--- config.mk ---
export PLATFORM = sky130hd
export DESIGN_NAME = keyed_count_table_unit
export DESIGN_NICKNAME = d
export VERILOG_FILES = /design/src/hw/rtl/kct_pkg.sv /design/src/hw/rtl/kct_ram.sv /design/src/hw/rtl/kct_alu.sv /design/src/hw/rtl/keyed_count_table_unit.sv
export SDC_FILE = /design/constraint.sdc
export NUM_CORES = 1
export LEC_CHECK = 0
export ABC_AREA = 1
export ABC_CLOCK_PERIOD_IN_PS = 13400
export BUFFER_PORTS_ARGS = -buffer_cell sky130_fd_sc_hd__buf_2
export CAP_MARGIN = 5
export CORE_MARGIN = 2
export CORE_UTILIZATION = 35
export CTS_BUF_LIST = sky130_fd_sc_hd__clkbuf_8
export CTS_CLUSTER_DIAMETER = 120
export CTS_CLUSTER_SIZE = 8
export DETAILED_ROUTE_END_ITERATION = 16
export GPL_ROUTABILITY_DRIVEN = 0
export GPL_TIMING_DRIVEN = 0
export PLACE_DENSITY = 0.46
export SKIP_LAST_GASP = 1
export SLEW_MARGIN = 40
export SYNTH_ARGS = -nofsm -noshare
export SYNTH_HDL_FRONTEND = slang
export SYNTH_SLANG_ARGS = --single-unit
export TNS_END_PERCENT = 1
--- constraint.sdc ---
create_clock -name i_clk -period 13.4 [get_ports i_clk]
set_clock_uncertainty 0.15 [all_clocks]
set_input_delay 0.67 -clock i_clk [delete_from_list [all_inputs] [get_ports i_clk]]
set_output_delay 0.67 -clock i_clk [all_outputs]
set_load 0.01 [all_outputs]
--- src/hw/rtl/kct_pkg.sv ---
`timescale 1ns / 1ps

package kct_pkg;

    // table geometry
    localparam int SLOTS       = 16;
    localparam int KEY_WIDTH   = 8;
    localparam int COUNT_WIDTH = 16;

    // fixed field widths of the ports
    localparam int CMD_W    = 2;
    localparam int IN_KEY_W = 8;
    localparam int AMT_W    = 16;
    localparam int HELD_W   = 16;
    localparam int LIMIT_W  = 5;
    localparam int LIMIT_RESET = 16;

    // derived widths
    localparam int IDX_W   = (SLOTS > 1) ? $clog2(SLOTS) : 1;
    localparam int USED_W  = $clog2(SLOTS + 1);
    localparam int CMP_W   = (USED_W > LIMIT_W) ? USED_W + 1 : LIMIT_W + 1;
    localparam int SUM_W   = ((COUNT_WIDTH > AMT_W) ? COUNT_WIDTH : AMT_W) + 1;
    localparam int ENTRY_W = KEY_WIDTH + COUNT_WIDTH;

    localparam logic [SUM_W-1:0] COUNT_MAX = SUM_W'((64'd1 << COUNT_WIDTH) - 64'd1);

    typedef enum logic [CMD_W-1:0] {
        CMD_ADD    = 2'd0,
        CMD_REMOVE = 2'd1,
        CMD_QUERY  = 2'd2
    } t_cmd;

    typedef enum logic [1:0] {
        ST_IDLE,
        ST_SCAN,
        ST_DECIDE,
        ST_MOVE
    } t_state;

    typedef struct packed {
        logic [CMD_W-1:0]    command;
        logic [IN_KEY_W-1:0] item_key;
        logic [AMT_W-1:0]    amount;
    } t_item;

    typedef struct packed {
        logic              accepted;
        logic [HELD_W-1:0] held_count;
        logic              changed;
    } t_result;

    // flags and values from the shared compare/add unit
    typedef struct packed {
        logic                   key_match;
        logic                   sum_ovf;
        logic                   cur_ge;
        logic [COUNT_WIDTH-1:0] sum;
        logic [COUNT_WIDTH-1:0] diff;
    } t_alu_res;

endpackage

--- src/hw/rtl/kct_ram.sv ---
`timescale 1ns / 1ps

module kct_ram #(
    parameter int WIDTH = 8,
    parameter int DEPTH = 16
) (
    input  logic                                    i_clk,
    input  logic                                    i_we,
    input  logic [((DEPTH > 1) ? $clog2(DEPTH) : 1)-1:0] i_waddr,
    input  logic [WIDTH-1:0]                        i_wdata,
    input  logic [((DEPTH > 1) ? $clog2(DEPTH) : 1)-1:0] i_raddr,
    output logic [WIDTH-1:0]                        o_rdata
);

    logic [WIDTH-1:0] r_mem [DEPTH];

    // one write port, registered read port
    always_ff @(posedge i_clk) begin
        if (i_we) begin
            r_mem[i_waddr] <= i_wdata;
        end
        o_rdata <= r_mem[i_raddr];
    end

endmodule

--- src/hw/rtl/kct_alu.sv ---
`timescale 1ns / 1ps

module kct_alu (
    input  logic [kct_pkg::KEY_WIDTH-1:0]   i_key_a,
    input  logic [kct_pkg::KEY_WIDTH-1:0]   i_key_b,
    input  logic [kct_pkg::COUNT_WIDTH-1:0] i_cur,
    input  logic [kct_pkg::AMT_W-1:0]       i_amt,
    output kct_pkg::t_alu_res               o_res
);

    logic [kct_pkg::SUM_W-1:0] cur_x;
    logic [kct_pkg::SUM_W-1:0] amt_x;
    logic [kct_pkg::SUM_W-1:0] sum_x;
    logic [kct_pkg::SUM_W-1:0] diff_x;

    // widen both operands so carry and borrow are visible
    assign cur_x  = kct_pkg::SUM_W'(i_cur);
    assign amt_x  = kct_pkg::SUM_W'(i_amt);
    assign sum_x  = cur_x + amt_x;
    assign diff_x = cur_x - amt_x;

    assign o_res.key_match = (i_key_a == i_key_b);
    assign o_res.sum_ovf   = (sum_x > kct_pkg::COUNT_MAX);
    assign o_res.cur_ge    = (cur_x >= amt_x);
    assign o_res.sum       = sum_x[kct_pkg::COUNT_WIDTH-1:0];
    assign o_res.diff      = diff_x[kct_pkg::COUNT_WIDTH-1:0];

endmodule

--- src/hw/rtl/keyed_count_table_unit.sv ---
`timescale 1ns / 1ps

// channel     | direction | handshake               | payload
// ------------+-----------+-------------------------+------------------------------
// command     | in        | i_start, o_busy         | i_item (command, key, amount)
// result      | out       | o_done strobe           | o_result (accepted, count, changed)
// slot limit  | in        | i_cfg_valid, o_cfg_ready| i_cfg_data
//
// A command is taken when i_start is high and o_busy low. The table is scanned
// one slot per cycle through the single read port of the entry memory and the scan
// stops at the matching slot; a removal that moves the last slot into the freed one
// adds a move state after the decision. The result strobe is registered from the
// decision state and rises in the cycle after it; the receiver takes it in that
// cycle and cannot stall.
// Reset clears the slot count and loads the slot limit with 16; entries are
// written before they are ever read, so the memory needs no clearing pass.

module keyed_count_table_unit (
    input  logic                        i_clk,
    input  logic                        i_rst_n,
    input  logic                        i_start,
    output logic                        o_busy,
    input  kct_pkg::t_item              i_item,
    output logic                        o_done,
    output kct_pkg::t_result            o_result,
    input  logic                        i_cfg_valid,
    output logic                        o_cfg_ready,
    input  logic [kct_pkg::LIMIT_W-1:0] i_cfg_data
);

    localparam int KW = kct_pkg::KEY_WIDTH;
    localparam int CW = kct_pkg::COUNT_WIDTH;
    localparam int IW = kct_pkg::IDX_W;
    localparam int UW = kct_pkg::USED_W;
    localparam int PW = kct_pkg::CMP_W;

    kct_pkg::t_state r_state, n_state;

    logic [kct_pkg::LIMIT_W-1:0] r_limit;
    logic [UW-1:0]               r_used, n_used;
    logic [IW-1:0]               r_idx, n_idx;
    logic [IW-1:0]               r_at, n_at;
    logic                        r_found, n_found;
    logic [CW-1:0]               r_cur, n_cur;
    logic [kct_pkg::CMD_W-1:0]   r_cmd, n_cmd;
    logic [KW-1:0]               r_key, n_key;
    logic [kct_pkg::AMT_W-1:0]   r_amt, n_amt;
    logic                        r_done, n_done;
    kct_pkg::t_result            r_result, n_result;

    logic                        we;
    logic [IW-1:0]               waddr;
    logic [kct_pkg::ENTRY_W-1:0] wdata;
    logic [IW-1:0]               raddr;
    logic [kct_pkg::ENTRY_W-1:0] rdata;
    logic [KW-1:0]               rd_key;
    logic [CW-1:0]               rd_count;
    logic [KW-1:0]               alu_key_b;
    logic [CW-1:0]               alu_cur;
    kct_pkg::t_alu_res           alu;
    logic [PW-1:0]               eff_limit;
    logic [UW-1:0]               last;

    assign rd_key   = rdata[kct_pkg::ENTRY_W-1:CW];
    assign rd_count = rdata[CW-1:0];
    assign last     = r_used - UW'(1);

    // effective limit is the smaller of the register and the table size
    assign eff_limit = (PW'(r_limit) > PW'(kct_pkg::SLOTS)) ? PW'(kct_pkg::SLOTS)
                                                             : PW'(r_limit);

    // entry memory: key in the upper bits, count in the lower
    kct_ram #(
        .WIDTH (kct_pkg::ENTRY_W),
        .DEPTH (kct_pkg::SLOTS)
    ) u_ram (
        .i_clk   (i_clk),
        .i_we    (we),
        .i_waddr (waddr),
        .i_wdata (wdata),
        .i_raddr (raddr),
        .o_rdata (rdata)
    );

    // shared compare and add unit: key match while scanning, sums on decision
    assign alu_key_b = rd_key;
    assign alu_cur   = (r_state == kct_pkg::ST_SCAN) ? rd_count : r_cur;

    kct_alu u_alu (
        .i_key_a (r_key),
        .i_key_b (alu_key_b),
        .i_cur   (alu_cur),
        .i_amt   (r_amt),
        .o_res   (alu)
    );

    // state and payload registers
    always_ff @(posedge i_clk) begin
        if (!i_rst_n) begin
            r_state <= kct_pkg::ST_IDLE;
            r_used  <= '0;
            r_done  <= 1'b0;
            r_limit <= kct_pkg::LIMIT_W'(kct_pkg::LIMIT_RESET);
        end else begin
            r_state <= n_state;
            r_used  <= n_used;
            r_done  <= n_done;
            if (i_cfg_valid && o_cfg_ready) begin
                r_limit <= i_cfg_data;
            end
        end
        r_idx    <= n_idx;
        r_at     <= n_at;
        r_found  <= n_found;
        r_cur    <= n_cur;
        r_cmd    <= n_cmd;
        r_key    <= n_key;
        r_amt    <= n_amt;
        r_result <= n_result;
    end

    // sequencer: next state, memory access and result
    always_comb begin
        n_state  = r_state;
        n_used   = r_used;
        n_idx    = r_idx;
        n_at     = r_at;
        n_found  = r_found;
        n_cur    = r_cur;
        n_cmd    = r_cmd;
        n_key    = r_key;
        n_amt    = r_amt;
        n_done   = 1'b0;
        n_result = r_result;
        we       = 1'b0;
        waddr    = r_at;
        wdata    = {r_key, alu.sum};
        raddr    = r_idx;

        case (r_state)
            kct_pkg::ST_IDLE: begin
                raddr = '0;
                if (i_start) begin
                    n_cmd   = i_item.command;
                    n_key   = i_item.item_key[KW-1:0];
                    n_amt   = i_item.amount;
                    n_idx   = '0;
                    n_found = 1'b0;
                    n_cur   = '0;
                    n_state = (r_used == '0) ? kct_pkg::ST_DECIDE : kct_pkg::ST_SCAN;
                end
            end

            kct_pkg::ST_SCAN: begin
                // data for slot r_idx is on the read port this cycle
                if (alu.key_match) begin
                    n_found = 1'b1;
                    n_at    = r_idx;
                    n_cur   = rd_count;
                    n_state = kct_pkg::ST_DECIDE;
                end else if ((UW + 1)'(r_idx) + (UW + 1)'(1) >= (UW + 1)'(r_used)) begin
                    n_state = kct_pkg::ST_DECIDE;
                end else begin
                    n_idx = r_idx + IW'(1);
                    raddr = r_idx + IW'(1);
                end
            end

            kct_pkg::ST_DECIDE: begin
                n_done  = 1'b1;
                n_state = kct_pkg::ST_IDLE;
                n_result.accepted   = 1'b0;
                n_result.held_count = kct_pkg::HELD_W'(r_cur);
                n_result.changed    = 1'b0;
                raddr = last[IW-1:0];

                if (r_cmd == kct_pkg::CMD_ADD) begin
                    // sum overflow also covers a new key with too large an amount
                    if (r_key != '0 && r_amt != '0 && !alu.sum_ovf) begin
                        if (r_found) begin
                            we    = 1'b1;
                            waddr = r_at;
                            wdata = {r_key, alu.sum};
                            n_result.accepted   = 1'b1;
                            n_result.held_count = kct_pkg::HELD_W'(alu.sum);
                            n_result.changed    = 1'b1;
                        end else if (PW'(r_used) < eff_limit) begin
                            we     = 1'b1;
                            waddr  = r_used[IW-1:0];
                            wdata  = {r_key, alu.sum};
                            n_used = r_used + UW'(1);
                            n_result.accepted   = 1'b1;
                            n_result.held_count = kct_pkg::HELD_W'(alu.sum);
                            n_result.changed    = 1'b1;
                        end
                    end
                end else if (r_cmd == kct_pkg::CMD_REMOVE) begin
                    if (r_key != '0 && r_amt != '0 && r_found && alu.cur_ge) begin
                        n_result.accepted   = 1'b1;
                        n_result.held_count = kct_pkg::HELD_W'(alu.diff);
                        n_result.changed    = 1'b1;
                        if (alu.diff == '0) begin
                            // free the slot; the last slot moves into the gap
                            n_used = last;
                            if (UW'(r_at) != last) begin
                                n_state = kct_pkg::ST_MOVE;
                            end
                        end else begin
                            we    = 1'b1;
                            waddr = r_at;
                            wdata = {r_key, alu.diff};
                        end
                    end
                end else begin
                    // query, and the unused code handled alike
                    n_result.accepted = alu.cur_ge;
                end
            end

            kct_pkg::ST_MOVE: begin
                we      = 1'b1;
                waddr   = r_at;
                wdata   = rdata;
                n_state = kct_pkg::ST_IDLE;
            end

            default: begin
                n_state = kct_pkg::ST_IDLE;
            end
        endcase
    end

    assign o_busy      = (r_state != kct_pkg::ST_IDLE);
    assign o_cfg_ready = (r_state == kct_pkg::ST_IDLE);
    assign o_done      = r_done;
    assign o_result    = r_result;

endmodule
# Word level (Yosys, flattened, before mapping)
# Memory sizes are Yosys's and may differ from the RTL's. A register that Yosys moved wholly into a read port is not among the register bits.
# Cells that the tools add are included.
# word_totals
regBits	82
ramBits	384
memories	1
wordCells	119
in_bits	35
# memory_table
name	words	word_bits	rd	rd_ports_with_merged_regs	wr	line	rtl
u_ram.r_mem	16	24	1	1	1	kct_ram.sv:15	logic [WIDTH-1:0] r_mem [DEPTH];
# classes
n_eq_ne	12
mux	58
magnitude_cmp	5
reduce_logical	23
n_addsub	6
# op_table
cell	count
16-bit 2-to-1 mux	7
18-bit 2-to-1 mux	5
24-bit case mux with 2 select lines	1
5-bit 2-to-1 mux	8
4-bit 2-to-1 mux	8
16-bit case mux with 2 select lines	1
2-bit 2-to-1 mux	9
16-bit by 16-bit adder with 17-bit output	1
17-bit by 16-bit > comparator with 1-bit output, second input constant	1
17-bit 2-to-1 mux	1
16-bit >= comparator	1
16-bit zero test	1
16-bit nonzero test	1
16-bit subtractor	1
1-bit 2-to-1 mux	13
4-bit case mux with 3 select lines	1
2-bit nonzero test	5
8-bit equality test	1
2-bit case mux with 4 select lines	1
4-bit case mux with 2 select lines	1
2-bit AND reduction	4
8-bit nonzero test	1
7-bit AND reduction	1
2-bit inequality test, second input constant	3
other kinds (18)	27

# Logic depth before layout (Yosys ltp)
# depth
word_depth	11
ltp_mapped	27

# Hierarchy
# From an unflattened synthesis, not the netlist that was laid out.
# hier_totals
cells_unflattened	2668
area_unflattened_um2	24189.4
# modules_own_cells
mod	area_each_um2	n_inst	cells_per_inst	seq_area_each_um2
kct_ram	16951.3	1	1597	12011.5
keyed_count_table_unit	5113.7	1	662	2332.2
kct_alu	2124.5	1	409	0.0

# Worst setup path before layout
# No wires, ideal clock.
# synth_timing
kind	register -> register
start	register r_state[0]
end	memory u_ram.r_mem[12][0] (netlist name), enable pin
stages_incl_launch_ff	25
synth_period_minus_slack_ns	4.811
n_path_buf	1
t_arrival_ns	4.257
slack_ns	8.589
setup_ns	0.405
cell_sequence	dfxtp_1 > inv_2 > nor2_2 > clkinv_1 > clkbuf_1 > nand2_1 > o21ai_0 > inv_1 > ha_1 > inv_1 > fa_1 > nand3b_1 > nand2_2 > a21oi_4 > o21ai_2 > nand2_1 > inv_2 > nor2_4 > nand3_4 > nand2_1 > nand2_1 > inv_1 > nor2_1 > nand2_1 > nor2_1
# synth_between
elab_chain_len	11
word_cells_on_any_way	23
# synth_rtl
element	line	rtl
start, declared	keyed_count_table_unit.sv:37	kct_pkg::t_state r_state, n_state;
start signal, assigned	keyed_count_table_unit.sv:100	r_state <= kct_pkg::ST_IDLE;
start signal, assigned	keyed_count_table_unit.sv:105	r_state <= n_state;
2-bit by 1-bit equality test with 1-bit output	keyed_count_table_unit.sv:87	assign alu_cur = (r_state == kct_pkg::ST_SCAN) ? rd_count : r_cur;
16-bit 2-to-1 mux	keyed_count_table_unit.sv:87	
16-bit by 16-bit adder with 17-bit output / 16-bit subtractor (equally long branches)	kct_alu.sv:19, kct_alu.sv:20	
17-bit by 16-bit > comparator with 1-bit output / 16-bit zero test (equally long branches)	kct_alu.sv:23, keyed_count_table_unit.sv:202	
1-bit zero test / 1-bit 2-to-1 mux (equally long branches)	keyed_count_table_unit.sv:179, keyed_count_table_unit.sv:202	
1-bit logical AND / 1-bit 2-to-1 mux (equally long branches)	keyed_count_table_unit.sv:179, keyed_count_table_unit.sv:198	
1-bit 2-to-1 mux (on tied branches)	keyed_count_table_unit.sv:179, keyed_count_table_unit.sv:197	
1-bit 2-to-1 mux	keyed_count_table_unit.sv:177	if (r_cmd == kct_pkg::CMD_ADD) begin
1-bit case mux with 2 select lines	keyed_count_table_unit.sv:140	case (r_state)
1-bit 2-to-1 mux	kct_ram.sv:19	if (i_we) begin
1-bit 2-to-1 mux (implied by the code)	kct_ram.sv:20	r_mem[i_waddr] <= i_wdata;
end, declared	kct_ram.sv:15	
# Several ways; a longest one is shown, not always the timed one.

# Worst setup path in the final report
# layout_timing
start	register r_state[0]
end	memory u_ram.r_mem[12][11] (netlist name), data pin
# layout_between
elab_chain_len	9
word_cells_on_any_way	14
# layout_rtl
element	line	rtl
2-bit by 1-bit equality test with 1-bit output	keyed_count_table_unit.sv:87	
16-bit 2-to-1 mux	keyed_count_table_unit.sv:87	
16-bit subtractor	kct_alu.sv:20	assign diff_x = cur_x - amt_x;
16-bit zero test	keyed_count_table_unit.sv:202	if (alu.diff == '0) begin
16-bit 2-to-1 mux	keyed_count_table_unit.sv:202	
16-bit 2-to-1 mux	keyed_count_table_unit.sv:198	if (r_key != '0 && r_amt != '0 && r_found && alu.cur_ge) begin
16-bit 2-to-1 mux	keyed_count_table_unit.sv:197	end else if (r_cmd == kct_pkg::CMD_REMOVE) begin
16-bit 2-to-1 mux	keyed_count_table_unit.sv:177	
24-bit case mux with 2 select lines (*)	keyed_count_table_unit.sv:140	
named net u_ram.i_wdata[11]	kct_ram.sv:10	input logic [WIDTH-1:0] i_wdata,
# Mark *: on every way through the listed nets, which the timed path passes. The rest lies on a longest branch.

==> impl_metrics.prom <==
# TYPE chip_impl_metric gauge
chip_impl_metric{name="netSwitchingFraction",unit="%"} 34.5
chip_impl_info{name="tritoncts",value="done"} 1
chip_impl_metric{name="finalCoreUtilization",unit="%"} 40.8
chip_impl_metric{name="clk-insertion-delay-late",unit="ns"} 0.69
chip_impl_info{name="mostFrequentLayoutCells",value="580 x sky130_fd_sc_hd__nand2_1, 492 x sky130_fd_sc_hd__nand3_1, 453 x sky130_fd_sc_hd__edfxtp_1"} 1
chip_impl_info{name="synth.largest_area_cell",value="sky130_fd_sc_hd__edfxtp_1"} 1
chip_impl_metric{name="chipWidth",unit="um"} 267
chip_impl_metric{name="grt.total_usage",unit="%"} 22.8
chip_impl_metric{name="synthesis.area",unit="mm2"} 0.0243
chip_impl_info{name="cts_root_buffer",value="sky130_fd_sc_hd__clkbuf_8"} 1
chip_impl_metric{name="crit_arrival",unit="ns"} 6.02
chip_impl_metric{name="ant_nets",unit=""} 0
chip_impl_metric{name="finalCriticalPeriod",unit="ns"} 6.01
chip_impl_metric{name="cts-buffers-inserted",unit=""} 71
chip_impl_metric{name="synthToLayoutAreaGrowth",unit="%"} 15.2
chip_impl_metric{name="tns",unit="ns"} 0
chip_impl_metric{name="finalSetupViolCount",unit=""} 0
chip_impl_metric{name="estimated_wirelength_of_the_detail_placed_design",unit="um"} 57500
chip_impl_metric{name="int_power",unit="mW"} 2.58
chip_impl_metric{name="grt-ovfl-total",unit=""} 0
chip_impl_info{name="hp-start",value="i_cfg_data[4]"} 1
chip_impl_metric{name="clk_pin_slew_worst_paths",unit="ns"} 0.08
chip_impl_metric{name="final_wl",unit="um"} 81000
chip_impl_metric{name="place.port_buffers",unit=""} 55
chip_impl_metric{name="slew_viol_final",unit=""} 0
chip_impl_metric{name="detailedRoute.firstPassIterationCount",unit=""} 5
chip_impl_metric{name="yosys.area.top_type_share",unit="%"} 56.0
chip_impl_metric{name="timing_worst_slew_pin_value",unit="ns"} 0.855
chip_impl_metric{name="number_of_placement_rows",unit=""} 96
chip_impl_metric{name="drtIter0Drc",unit=""} 1775
chip_impl_metric{name="yosysWarningCount",unit=""} 0
chip_impl_metric{name="maximum_number_of_pins_on_one_net_before_global_route_repair",unit=""} 28
chip_impl_metric{name="syn_inst",unit=""} 2553
chip_impl_metric{name="critPathMaxFanout",unit=""} 16
chip_impl_metric{name="power.ir.vdd_worst",unit="mV"} 0.0838
chip_impl_metric{name="grt_first_pass_wirelength",unit="um"} 119000
chip_impl_metric{name="mappedNetlistNets",unit=""} 2634
chip_impl_metric{name="leakagePower",unit="nW"} 11.9
chip_impl_info{name="ys_dominant_reg_cell",value="sky130_fd_sc_hd__edfxtp_1"} 1
chip_impl_metric{name="timing.slew.headroom",unit="%"} 43.0
chip_impl_info{name="synth_top_cells_by_area",value="sky130_fd_sc_hd__edfxtp_1 56%, sky130_fd_sc_hd__nand3_1 10%, sky130_fd_sc_hd__nand2_1 9.0%"} 1
chip_impl_metric{name="ys_types",unit=""} 52
chip_impl_info{name="startpoint_type",value="flip-flop"} 1
chip_impl_metric{name="p_switching",unit="mW"} 1.36
chip_impl_metric{name="number_of_vias_after_detailed_routing",unit=""} 18500
chip_impl_info{name="end_kind",value="flip-flop"} 1
chip_impl_metric{name="synth-edff-count",unit=""} 453
chip_impl_metric{name="antenna_found_initial",unit=""} 1
chip_impl_metric{name="top_level_ports",unit=""} 56
chip_impl_info{name="worstHoldPathType",value="input pin to flip-flop"} 1
chip_impl_info{name="launching_element_of_the_worst_setup_path",value="r_state[0]$_SDFFE_PN0P_"} 1
chip_impl_metric{name="post_drt_wl_per_cell",unit="um"} 21.9
chip_impl_metric{name="first_global_vias",unit=""} 18100
chip_impl_metric{name="start_util",unit="%"} 35.4
chip_impl_metric{name="clock-sinks",unit=""} 490
chip_impl_info{name="status",value="complete, no violations"} 1
chip_impl_metric{name="share_comb_of_total_power",unit="%"} 24.7
chip_impl_metric{name="yosys_register_bits",unit=""} 490
chip_impl_metric{name="register_share_of_total_power",unit="%"} 47.1
chip_impl_metric{name="ys_async_sr_fraction",unit="%"} 0
chip_impl_metric{name="clk_path_buf_depth",unit=""} 3
chip_impl_metric{name="cp_data_required_time",unit="ns"} 13.40
chip_impl_info{name="final_common_cell",value="sky130_fd_sc_hd__nand2_1"} 1
chip_impl_metric{name="coreArea",unit="mm2"} 0.0686
chip_impl_metric{name="clock_share_of_power",unit="%"} 28.1
chip_impl_metric{name="drive_gt1_share",unit="%"} 11.8
chip_impl_metric{name="maxCapViolCount",unit=""} 0
chip_impl_metric{name="ratio_of_final_minimum_period_to_clock_period",unit="%"} 44.9
chip_impl_metric{name="htree_levels",unit=""} 3
chip_impl_metric{name="die_area",unit="mm2"} 0.0715
chip_impl_info{name="setup_cp_type",value="flip-flop to flip-flop"} 1
chip_impl_metric{name="achievable-frequency",unit="MHz"} 166
chip_impl_metric{name="fp.dieH",unit="um"} 267
chip_impl_metric{name="hold_violations",unit=""} 0
chip_impl_metric{name="powerDensity",unit="mW/mm2"} 141
chip_impl_info{name="r2r-start",value="r_state[0]$_SDFFE_PN0P_"} 1
chip_impl_metric{name="avgViaCountPerCell",unit=""} 5.00
chip_impl_metric{name="cts_repair_resize_count",unit=""} 0
chip_impl_metric{name="nNetsFinal",unit=""} 2817
chip_impl_metric{name="synth-seq-area-share",unit="%"} 59.1
chip_impl_info{name="rsz0062_at_grt",value="no"} 1
chip_impl_metric{name="syn_avg_cell_area",unit="um2"} 9.51
chip_impl_metric{name="drc",unit=""} 0
chip_impl_metric{name="num-fill-cells",unit=""} 6789
-- synthesized netlist by cell type, types with 7 or more instances --
cell type / number
sky130_fd_sc_hd__inv_2: 12
sky130_fd_sc_hd__xor2_1: 20
sky130_fd_sc_hd__o211ai_1: 7
sky130_fd_sc_hd__o21bai_1: 21
sky130_fd_sc_hd__nand3b_1: 47
sky130_fd_sc_hd__nor2_2: 15
sky130_fd_sc_hd__o21ai_0: 37
sky130_fd_sc_hd__a21oi_1: 44
sky130_fd_sc_hd__nand2_1: 581
sky130_fd_sc_hd__buf_2: 67
sky130_fd_sc_hd__nand3_1: 493
sky130_fd_sc_hd__o22ai_1: 14
sky130_fd_sc_hd__nor2_1: 107
sky130_fd_sc_hd__nand4_1: 16
sky130_fd_sc_hd__inv_1: 385
sky130_fd_sc_hd__o221ai_1: 14
sky130_fd_sc_hd__nand2_2: 8
sky130_fd_sc_hd__ha_1: 44
sky130_fd_sc_hd__clkbuf_1: 47
sky130_fd_sc_hd__o21ai_1: 9
sky130_fd_sc_hd__dfxtp_1: 37
sky130_fd_sc_hd__edfxtp_1: 453
sky130_fd_sc_hd__xnor2_1: 11
-- power by group through the flow --
stage	registers (mW)	clock network (mW)	logic (mW)
after floorplan	1.88	0	0.545
final	1.86	1.11	0.976
after CTS	1.86	1.14	0.971
after global routing	1.86	1.20	1.06
after global placement	1.89	0	0.923
after detailed placement	1.89	0	0.962
-- critical path, cell delays in order (launching register included) --
cell	delay, ns
sky130_fd_sc_hd__dfxtp_1	0.46
sky130_fd_sc_hd__inv_2	0.11
sky130_fd_sc_hd__nor2_2	0.45
sky130_fd_sc_hd__clkinv_1	0.43
sky130_fd_sc_hd__clkbuf_1	0.39
sky130_fd_sc_hd__o21ai_0	0.58
sky130_fd_sc_hd__ha_1	0.34
sky130_fd_sc_hd__buf_2	0.17
sky130_fd_sc_hd__nand2_1	0.16
sky130_fd_sc_hd__a21oi_1	0.07
sky130_fd_sc_hd__nor2_1	0.21
sky130_fd_sc_hd__nor2_1	0.09
sky130_fd_sc_hd__nor2_1	0.17
sky130_fd_sc_hd__nand3_1	0.10
sky130_fd_sc_hd__nand2_1	0.14
sky130_fd_sc_hd__nand3_1	0.13
sky130_fd_sc_hd__nor2_4	0.24
sky130_fd_sc_hd__inv_4	0.12
sky130_fd_sc_hd__nand2_8	0.09
sky130_fd_sc_hd__buf_6	0.14
sky130_fd_sc_hd__nand2_1	0.06
sky130_fd_sc_hd__nand3_1	0.08
sky130_fd_sc_hd__nand3_1	0.60
-- layer usage --
layer  track usage, %  vias to the layer above  part of all wire [%]
met2             36.7                      620                    46
met4             9.93                        0                   4.5
met5                0                        -                     0
met1             30.8                     8870                    44
met3             3.22                      150                   5.7
li1                 -                     8870                     -
-- metrics by stage --
| stage | setup slack (ns) | hold WS, ns | cells | power, mW | area [um2] |
|---|---|---|---|---|---|
| after CTS | 7.48 | 0.0495 | 3702 | 3.97 | 27900 |
| final | 7.39 | 0.0969 | 3704 | 3.94 | 28000 |
| after detailed placement | 7.52 | 0.334 | 3567 | 2.85 | 26500 |
| after global routing | 7.03 | 0.0791 | 3704 | 4.12 | 28000 |
| after global placement | 6.23 | 0.336 | 3539 | 2.82 | 25700 |
| after floorplan | 8.59 | 0.305 | 2553 | 2.43 | 24300 |
-- state kept, by name (all words and copies together) (netlist names) --
signal,flops
u_ram.r_mem,384
u_ram.o_rdata,24
o_result,18
r_amt,16
r_cur,16
r_key,8
r_limit,5
r_used,5
r_at,4
r_idx,4
r_cmd,2
r_state,2
o_done,1
r_found,1
-- worst paths after layout --
check / endpoint / slack (ns) / cells after the start
max: u_ram.r_mem[12][11]$_DFFE_PP_ / 7.39 / 22
min: r_limit[4]$_SDFFE_PN1P_ / 0.1 / 3
max reg2reg: u_ram.r_mem[12][11]$_DFFE_PP_ / 7.39 / 22
min reg2reg: r_limit[2]$_SDFFE_PN0P_ / 0.35 / 2
-- repair_timing --
item                      CTS  global route
buffers inserted            0             0
hold buffers               26             0
hold endpoints to repair   26             0
-- layout make-up --
class	count	area, um2	area share (%)
tap	931	1160	4.17
clock buffer	71	977	3.49
timing repair buffer	110	1120	4.00
multi-input combinational	1535	8000	28.6
inverter	402	1520	5.42
clock inverter	38	221	0.792
buffer	126	627	2.24
sequential	490	14300	51.3
antenna	1	2.50	0.00895
-- logic make-up (layout without fill, tap and decap cells) --
kind of cell	count (synthesis)	count (layout)	synth area share, %
buf+inv	528	747	8.80
other cells	0	1	0
simple gates	1293	1293	24.3
fa+ha+maj	46	46	2.43
xor+xnor	32	32	1.19
flops	490	490	59.1
compound gates	164	164	4.24
Power figures use the tool's default switching activity.
